`src/rtl/sha256md_pkg.sv`:
```
`timescale 1ns / 1ps

package sha256md_pkg;

  localparam int unsigned WordW     = 32;
  localparam int unsigned NumHash   = 8;
  localparam int unsigned NumSched  = 16;
  localparam int unsigned NumRounds = 64;
  localparam int unsigned LenW      = 64;
  localparam int unsigned VbitsW    = 6;

  localparam logic [3:0] FillLenHi   = 4'd14;
  localparam logic [3:0] FillLast    = 4'd15;
  localparam logic [5:0] RoundLast   = 6'd63;
  localparam logic [2:0] IdxLast     = 3'd7;
  localparam logic [5:0] FullVbits   = 6'd32;
  localparam logic [31:0] PadOneWord = 32'h8000_0000;

  localparam logic [31:0] RoundK [NumRounds] = '{
    32'h428a2f98, 32'h71374491, 32'hb5c0fbcf, 32'he9b5dba5,
    32'h3956c25b, 32'h59f111f1, 32'h923f82a4, 32'hab1c5ed5,
    32'hd807aa98, 32'h12835b01, 32'h243185be, 32'h550c7dc3,
    32'h72be5d74, 32'h80deb1fe, 32'h9bdc06a7, 32'hc19bf174,
    32'he49b69c1, 32'hefbe4786, 32'h0fc19dc6, 32'h240ca1cc,
    32'h2de92c6f, 32'h4a7484aa, 32'h5cb0a9dc, 32'h76f988da,
    32'h983e5152, 32'ha831c66d, 32'hb00327c8, 32'hbf597fc7,
    32'hc6e00bf3, 32'hd5a79147, 32'h06ca6351, 32'h14292967,
    32'h27b70a85, 32'h2e1b2138, 32'h4d2c6dfc, 32'h53380d13,
    32'h650a7354, 32'h766a0abb, 32'h81c2c92e, 32'h92722c85,
    32'ha2bfe8a1, 32'ha81a664b, 32'hc24b8b70, 32'hc76c51a3,
    32'hd192e819, 32'hd6990624, 32'hf40e3585, 32'h106aa070,
    32'h19a4c116, 32'h1e376c08, 32'h2748774c, 32'h34b0bcb5,
    32'h391c0cb3, 32'h4ed8aa4a, 32'h5b9cca4f, 32'h682e6ff3,
    32'h748f82ee, 32'h78a5636f, 32'h84c87814, 32'h8cc70208,
    32'h90befffa, 32'ha4506ceb, 32'hbef9a3f7, 32'hc67178f2
  };

  localparam logic [31:0] InitHash [NumHash] = '{
    32'h6a09e667, 32'hbb67ae85, 32'h3c6ef372, 32'ha54ff53a,
    32'h510e527f, 32'h9b05688c, 32'h1f83d9ab, 32'h5be0cd19
  };

  typedef enum logic [1:0] {
    ST_IDLE,
    ST_PAD,
    ST_COMP,
    ST_OUT
  } state_e;

  typedef enum logic [2:0] {
    PH_NONE,
    PH_ONE,
    PH_ZERO,
    PH_LEN_LO,
    PH_DONE
  } pad_phase_e;

  typedef struct packed {
    logic        shift;
    logic        load;
    logic [31:0] word;
  } sched_ctrl_t;

  typedef struct packed {
    logic init;
    logic start;
  } rnd_ctrl_t;

  typedef struct packed {
    logic active;
    logic done;
  } rnd_stat_t;

  function automatic logic [31:0] rotr(input logic [31:0] x, input int unsigned n);
    logic [63:0] d;
    d = {x, x} >> n;
    return d[31:0];
  endfunction

  function automatic logic [31:0] ssig0(input logic [31:0] x);
    return rotr(x, 7) ^ rotr(x, 18) ^ (x >> 3);
  endfunction

  function automatic logic [31:0] ssig1(input logic [31:0] x);
    return rotr(x, 17) ^ rotr(x, 19) ^ (x >> 10);
  endfunction

  function automatic logic [31:0] bsig0(input logic [31:0] x);
    return rotr(x, 2) ^ rotr(x, 13) ^ rotr(x, 22);
  endfunction

  function automatic logic [31:0] bsig1(input logic [31:0] x);
    return rotr(x, 6) ^ rotr(x, 11) ^ rotr(x, 25);
  endfunction

endpackage

```
`src/rtl/sha256md_sched.sv`:
```
`timescale 1ns / 1ps

module sha256md_sched (
  input  logic                     clk_i,
  input  sha256md_pkg::sched_ctrl_t ctrl_i,
  output logic [31:0]              wt_o
);

  logic [31:0] w_q [sha256md_pkg::NumSched];
  logic [31:0] expand;

  // window holds w[t] .. w[t+15]; the new word is w[t+16]
  assign expand = sha256md_pkg::ssig1(w_q[14]) + w_q[9] +
                  sha256md_pkg::ssig0(w_q[1]) + w_q[0];

  always_ff @(posedge clk_i) begin
    if (ctrl_i.shift) begin
      for (int i = 0; i < sha256md_pkg::NumSched - 1; i++) begin
        w_q[i] <= w_q[i+1];
      end
      w_q[sha256md_pkg::NumSched-1] <= ctrl_i.load ? ctrl_i.word : expand;
    end
  end

  assign wt_o = w_q[0];

endmodule

```
`src/rtl/sha256md_round.sv`:
```
`timescale 1ns / 1ps

module sha256md_round (
  input  logic                    clk_i,
  input  logic                    rst_ni,
  input  sha256md_pkg::rnd_ctrl_t ctrl_i,
  input  logic [31:0]             wt_i,
  output sha256md_pkg::rnd_stat_t stat_o,
  output logic [31:0]             hash_o [sha256md_pkg::NumHash]
);

  logic [31:0] hash_q [sha256md_pkg::NumHash];
  logic [31:0] v_q    [sha256md_pkg::NumHash];
  logic [5:0]  round_q;
  logic        active_q;
  logic        final_q;

  logic [31:0] t1, t2, ch, maj;

  always_comb begin
    ch  = (v_q[4] & v_q[5]) ^ (~v_q[4] & v_q[6]);
    maj = (v_q[0] & v_q[1]) ^ (v_q[0] & v_q[2]) ^ (v_q[1] & v_q[2]);
    t1  = v_q[7] + sha256md_pkg::bsig1(v_q[4]) + ch +
          sha256md_pkg::RoundK[round_q] + wt_i;
    t2  = sha256md_pkg::bsig0(v_q[0]) + maj;
  end

  always_ff @(posedge clk_i or negedge rst_ni) begin
    if (!rst_ni) begin
      active_q <= 1'b0;
      final_q  <= 1'b0;
      round_q  <= '0;
      for (int i = 0; i < sha256md_pkg::NumHash; i++) begin
        hash_q[i] <= sha256md_pkg::InitHash[i];
        v_q[i]    <= '0;
      end
    end else begin
      if (ctrl_i.start) begin
        active_q <= 1'b1;
        round_q  <= '0;
        for (int i = 0; i < sha256md_pkg::NumHash; i++) begin
          v_q[i] <= hash_q[i];
        end
      end else if (active_q) begin
        v_q[7] <= v_q[6];
        v_q[6] <= v_q[5];
        v_q[5] <= v_q[4];
        v_q[4] <= v_q[3] + t1;
        v_q[3] <= v_q[2];
        v_q[2] <= v_q[1];
        v_q[1] <= v_q[0];
        v_q[0] <= t1 + t2;
        round_q <= round_q + 6'd1;
        if (round_q == sha256md_pkg::RoundLast) begin
          active_q <= 1'b0;
          final_q  <= 1'b1;
        end
      end
      if (final_q) begin
        final_q <= 1'b0;
        for (int i = 0; i < sha256md_pkg::NumHash; i++) begin
          hash_q[i] <= hash_q[i] + v_q[i];
        end
      end else if (ctrl_i.init) begin
        for (int i = 0; i < sha256md_pkg::NumHash; i++) begin
          hash_q[i] <= sha256md_pkg::InitHash[i];
        end
      end
    end
  end

  assign stat_o.active = active_q;
  assign stat_o.done   = final_q;
  assign hash_o        = hash_q;

endmodule

```
`src/rtl/sha256_message_digest_top.sv`:
```
`timescale 1ns / 1ps
// a word that does not complete a 16-word block is taken at once; unless it is the last, input stays ready
// a word that completes a block starts the rounds and then the hash update; input is not ready until they finish
// last word: 2 to 17 padding words, one or two compressions, then 8 digest items
// throughput is bounded by the single round unit; input is not ready while a block is compressed
// reset loads the initial hash and clears length, fill and control; schedule is not cleared

module sha256_message_digest_top (
  input  logic        clk_i,
  input  logic        rst_ni,
  input  logic        in_valid_i,
  output logic        in_ready_o,
  input  logic [31:0] word_i,
  input  logic [5:0]  valid_bits_i,
  input  logic        last_i,
  output logic        out_valid_o,
  input  logic        out_ready_i,
  output logic [31:0] digest_word_o,
  output logic [2:0]  word_index_o,
  output logic        last_word_o
);

  sha256md_pkg::state_e     state_q, state_d;
  sha256md_pkg::pad_phase_e phase_q, phase_d;
  logic [3:0]               fill_q, fill_d;
  logic [63:0]              len_q, len_d;
  logic [2:0]               idx_q, idx_d;

  sha256md_pkg::sched_ctrl_t sched_ctrl;
  sha256md_pkg::rnd_ctrl_t   rnd_ctrl;
  sha256md_pkg::rnd_stat_t   rnd_stat;
  logic [31:0]               wt;
  logic [31:0]               hash [sha256md_pkg::NumHash];

  logic        in_acc, out_acc, push, wrap;
  logic [5:0]  vbits;
  logic [31:0] push_word, keep, part_word;

  assign in_acc  = in_valid_i && in_ready_o;
  assign out_acc = out_valid_o && out_ready_i;

  // partial valid counts only count on the final word
  assign vbits = (valid_bits_i > sha256md_pkg::FullVbits || !last_i) ?
                 sha256md_pkg::FullVbits : valid_bits_i;
  assign keep      = ~(32'hffff_ffff >> vbits[4:0]);
  assign part_word = (word_i & keep) | (sha256md_pkg::PadOneWord >> vbits[4:0]);

  always_comb begin
    state_d = state_q;
    unique case (state_q)
      sha256md_pkg::ST_IDLE: begin
        if (in_acc) begin
          if (wrap)        state_d = sha256md_pkg::ST_COMP;
          else if (last_i) state_d = sha256md_pkg::ST_PAD;
        end
      end
      sha256md_pkg::ST_PAD: begin
        if (wrap) state_d = sha256md_pkg::ST_COMP;
      end
      sha256md_pkg::ST_COMP: begin
        if (rnd_stat.done) begin
          if (phase_q == sha256md_pkg::PH_DONE)      state_d = sha256md_pkg::ST_OUT;
          else if (phase_q == sha256md_pkg::PH_NONE) state_d = sha256md_pkg::ST_IDLE;
          else                                       state_d = sha256md_pkg::ST_PAD;
        end
      end
      sha256md_pkg::ST_OUT: begin
        if (out_acc && idx_q == sha256md_pkg::IdxLast) state_d = sha256md_pkg::ST_IDLE;
      end
      default: state_d = sha256md_pkg::ST_IDLE;
    endcase
  end

  always_comb begin
    in_ready_o  = 1'b0;
    out_valid_o = 1'b0;
    push        = 1'b0;
    push_word   = '0;
    unique case (state_q)
      sha256md_pkg::ST_IDLE: begin
        in_ready_o = 1'b1;
        push       = in_valid_i;
        push_word  = (last_i && vbits != sha256md_pkg::FullVbits) ? part_word : word_i;
      end
      sha256md_pkg::ST_PAD: begin
        push = 1'b1;
        case (phase_q)
          sha256md_pkg::PH_ONE:    push_word = sha256md_pkg::PadOneWord;
          sha256md_pkg::PH_ZERO:   push_word = (fill_q == sha256md_pkg::FillLenHi) ?
                                               len_q[63:32] : '0;
          sha256md_pkg::PH_LEN_LO: push_word = len_q[31:0];
          default:                 push_word = '0;
        endcase
      end
      sha256md_pkg::ST_COMP: begin
        push = 1'b0;
      end
      sha256md_pkg::ST_OUT: begin
        out_valid_o = 1'b1;
      end
      default: begin
        push = 1'b0;
      end
    endcase
  end

  assign wrap = push && fill_q == sha256md_pkg::FillLast;

  always_comb begin
    phase_d = phase_q;
    fill_d  = push ? fill_q + 4'd1 : fill_q;
    len_d   = len_q;
    idx_d   = idx_q;
    if (in_acc) begin
      len_d = len_q + {58'd0, vbits};
      if (last_i) begin
        phase_d = (vbits == sha256md_pkg::FullVbits) ? sha256md_pkg::PH_ONE
                                                     : sha256md_pkg::PH_ZERO;
      end
    end
    if (state_q == sha256md_pkg::ST_PAD) begin
      case (phase_q)
        sha256md_pkg::PH_ONE:  phase_d = sha256md_pkg::PH_ZERO;
        sha256md_pkg::PH_ZERO: begin
          if (fill_q == sha256md_pkg::FillLenHi) phase_d = sha256md_pkg::PH_LEN_LO;
        end
        sha256md_pkg::PH_LEN_LO: phase_d = sha256md_pkg::PH_DONE;
        default: phase_d = phase_q;
      endcase
    end
    if (out_acc) begin
      idx_d = idx_q + 3'd1;
      if (idx_q == sha256md_pkg::IdxLast) begin
        phase_d = sha256md_pkg::PH_NONE;
        len_d   = '0;
        fill_d  = '0;
      end
    end
  end

  always_ff @(posedge clk_i or negedge rst_ni) begin
    if (!rst_ni) begin
      state_q <= sha256md_pkg::ST_IDLE;
      phase_q <= sha256md_pkg::PH_NONE;
      fill_q  <= '0;
      len_q   <= '0;
      idx_q   <= '0;
    end else begin
      state_q <= state_d;
      phase_q <= phase_d;
      fill_q  <= fill_d;
      len_q   <= len_d;
      idx_q   <= idx_d;
    end
  end

  // schedule shifts on every pushed word and on every round
  assign sched_ctrl.shift = push || rnd_stat.active;
  assign sched_ctrl.load  = push;
  assign sched_ctrl.word  = push_word;

  assign rnd_ctrl.start = wrap;
  assign rnd_ctrl.init  = out_acc && idx_q == sha256md_pkg::IdxLast;

  sha256md_sched u_sched (
    .clk_i  (clk_i),
    .ctrl_i (sched_ctrl),
    .wt_o   (wt)
  );

  sha256md_round u_round (
    .clk_i  (clk_i),
    .rst_ni (rst_ni),
    .ctrl_i (rnd_ctrl),
    .wt_i   (wt),
    .stat_o (rnd_stat),
    .hash_o (hash)
  );

  assign digest_word_o = hash[idx_q];
  assign word_index_o  = idx_q;
  assign last_word_o   = (idx_q == sha256md_pkg::IdxLast);

endmodule

```
`config.mk`:
```
export PLATFORM = sky130hd
export DESIGN_NAME = sha256_message_digest_top
export DESIGN_NICKNAME = d
export VERILOG_FILES = /design/src/rtl/sha256md_pkg.sv /design/src/rtl/sha256md_sched.sv /design/src/rtl/sha256md_round.sv /design/src/rtl/sha256_message_digest_top.sv
export SDC_FILE = /design/constraint.sdc
export NUM_CORES = 2
export LEC_CHECK = 0
export BUFFER_PORTS_ARGS = -buffer_cell sky130_fd_sc_hd__buf_2
export CORE_UTILIZATION = 59
export DETAILED_ROUTE_END_ITERATION = 10
export PLACE_DENSITY = 0.79
export SLEW_MARGIN = 15
export SYNTH_ARGS = -nofsm -noshare
export SYNTH_HDL_FRONTEND = slang
export SYNTH_HIERARCHICAL = 1
export SYNTH_SLANG_ARGS = --single-unit
```
`constraint.sdc`:
```
create_clock -name clk_i -period 10.8 [get_ports clk_i]
set_input_delay 0.54 -clock clk_i [delete_from_list [all_inputs] [get_ports clk_i]]
set_output_delay 0.54 -clock clk_i [all_outputs]
set_load 0.01 [all_outputs]
```
==> reports/summary.txt <==
Initial antenna violation count -> 9
Area Growth Syn to Fin -> 7.45%
GRT overflow -> 0
Unrepaired setup endpoints after global routing -> no
Sequential fraction of the synthesis area -> 41.6%
Yosys top cell by area -> edfxtp_1
Core Area -> 123000 um2
Startpoint type of the worst setup path -> flip-flop
Data arrival, critical path -> 9.82 ns
Via count -> 57700
Share of the synthesized area in the top cell type -> 21.0%
Inserted Clock Buffers -> 115
First-pass GRT wire length -> 340000 um
Top-Level Pins -> 81
Met2 Routed Length -> 105000 um
CTS tree -> built
Layout cells sized above 1 -> 9.95%
Post-synth ARST share -> 53.8%
Die H -> 354 um
Iter 0 DRT Violations -> 6251
WS Path Type -> reg -> reg
Syn_area_per_cell -> 10.1 um2
Number of synthesized flops with an enable pin -> 512
Drt total wl -> 225000 um
RePlAce Congestion -> 0.957
Wire length per cell -> 25.5 um
CTS resizes -> 0
Die span in x -> 354 um
Critical-path top delay cell -> o21ai_1
Syn_nets -> 7868
Worst slew pin tran -> 1.07 ns
Starting density of the core -> 59.8%
Max Fclk -> 109 MHz
DR pass1 iterations -> 8
Hold Buf Count CTS -> 1
Setup Skew -> 0.0440 ns
Yosys reg bits -> 1108
Crit-path max FO -> 61
CP max stage delay -> 0.84 ns
Endpoints failing setup -> 0
Crit path required time -> 11.41 ns
Clock Path Buffers -> 3
HP Class -> in -> reg
Synth unique cells -> 125
Rows -> 128
Post-layout min period -> 9.21 ns
Die ar. -> 126000 um2
Final Cell Area -> 78700 um2
GRT Total Usage -> 35.4%
Status -> finished, final reports clean
Slew margin rel. -> 28.4%
Port bufs -> 80
Clk Tree Root Cell -> clkbuf_16
Fin crit share -> 85.3%
Drt via density -> 6.53
Pin count of the biggest net entering global routing -> 201
Endpoints failing hold -> 0
Max layer used -> met5
Met1 Wirelength -> 88700 um
Synth Cell Area -> 73300 um2
Reg clk slew, reported paths -> 0.06 ns
Synth top area cells -> edfxtp_1 21%, dfrtp_1 16%, ha_1 6.8%
Post-synth top flop -> edfxtp_1
Clk_lat worst skew -> 0.77 ns
Post-DP Area -> 74700 um2
CTS Sinks -> 1108
Max-slew violations -> 0
Final ANT Viol Nets -> 0
YS warnings -> 6
Max-Cap Viols -> 0
Hpwl dp -> 163000 um
Nets -> 7742
Htree depth -> 3
Post-CTS setup buffers -> 0
Met3 wire length -> 19100 um
DR DRC count -> 0
Setup_tns -> 0 ns
Vias in the first global route -> 55800
CP Capture Type -> flip-flop
Synth Instances -> 7230
[synth_stat cells (66+ instances only)]
cell type    n
nand2_1    673
nor3_1     132
mux4_2      69
fa_1       196
dfrtp_1    460
dfstp_2    136
a211oi_1    67
nand2b_1    66
clkbuf_1   293
ha_1       399
mux2_2      68
inv_1      473
xor2_1     163
nor2_1     357
o21a_1      68
o21ai_0    560
a21o_1     173
nand3_1    114
edfxtp_1   512
mux2i_1    278
xnor2_1    389
a21oi_1    522
[through the flow]
step | hold slack (ns) | instances | setup slack [ns] | utilization (%)
2_1_floorplan | 0.244 | 7230 | 2.69 | -
3_3_place_gp | 0.400 | 8611 | 1.70 | 61.0
3_5_place_dp | 0.405 | 8611 | 1.78 | 61.0
4_1_cts | 0.0862 | 8831 | 1.72 | 64.2
5_1_grt | 0.120 | 8831 | 1.00 | 64.2
6_report | 0.124 | 8836 | 1.59 | 64.3
[state kept, by name, summed over array words and instances (netlist names)]
register,cells
u_round/active_q,1
u_round/hash_o,256
u_round/final_q,1
fill_q,4
u_round/round_q,6
word_index_o,3
phase_q,3
state_q,2
u_round/v_q,256
u_sched/w_q,512
len_q,64
[worst paths after layout]
kind / start / to / slack (ns) / cells after the start
max: u_round/round_q[3] / u_round/v_q[255] / 1.59 / 33
min: out_ready_i / word_index_o[0] / 0.12 / 3
max reg2reg: u_round/round_q[3] / u_round/v_q[255] / 1.59 / 33
min reg2reg: u_sched/w_q[0][240] / u_sched/w_q[0][208] / 0.40 / 0
max in group asynchronous: rst_ni / len_q[0] / 8.09 / 4
min in group asynchronous: rst_ni / u_round/hash_o[125] / 0.40 / 2
[layout by cell type, fill, tap and decap left out, types with 59 or more instances in the layout]
| cell type | count |
|---|---|
| buf_4 | 80 |
| nand3_1 | 113 |
| mux2i_1 | 278 |
| nor2_1 | 356 |
| dfrtp_1 | 451 |
| inv_1 | 469 |
| xor2_1 | 163 |
| dfstp_2 | 136 |
| xnor2_1 | 389 |
| fa_1 | 196 |
| o31ai_1 | 59 |
| mux4_2 | 69 |
| mux2_2 | 68 |
| a211oi_1 | 67 |
| edfxtp_1 | 512 |
| a21o_1 | 172 |
| nand2_1 | 672 |
| clkbuf_16 | 116 |
| a21oi_1 | 522 |
| o21a_1 | 68 |
| nor3_1 | 132 |
| buf_2 | 79 |
| ha_1 | 399 |
| o21ai_0 | 558 |
| nand2b_1 | 66 |
[metal layers]
metal | vias to the layer above | track usage (%)
met5 | - | 0
met3 | 617 | 6.08
met2 | 3029 | 57.1
li1 | 25700 | -
met4 | 2 | 17.1
met1 | 28300 | 46.4
[layout make-up]
| cell class | instances | area (um2) |
|---|---|---|
| Fill cell | 9464 | 43800 |
| Timing Repair Buffer | 166 | 1120 |
| Clock inverter | 59 | 733 |
| Antenna cell | 5 | 12.5 |
| Multi-Input combinational cell | 5237 | 39300 |
| Inverter | 476 | 1800 |
| Clock buffer | 160 | 3230 |
| Tap cell | 1625 | 2030 |
| Sequential cell | 1108 | 30500 |
[cell families (layout without fill, tap and decap cells)]
family | after synthesis | after routing | share of synthesized area [%]
DFF | 1108 | 1108 | 41.6
other | 0 | 5 | 0
AOI/OAI and AO/OA | 1992 | 1992 | 17.1
and+or+nand+nor | 1677 | 1677 | 10.7
xor gates and xnor gates | 553 | 553 | 6.62
buffers and inverters | 885 | 861 | 4.82
adders and majority gates | 598 | 598 | 12.2
muxes | 417 | 417 | 6.99
[critical path: cells and delay by family, from the launching register on]
kind            cells  cell delay, ns
simple gates        3            0.56
mux                 1            0.14
xor+xnor            3            0.50
fa+ha+maj           6            2.70
buf+inv             4            1.17
compound gates     16            3.58
flops               1            0.36
Power is left out: the tool's default activity adds up to more than one toggle a clock period on the data nets, which glitch-free logic cannot reach.
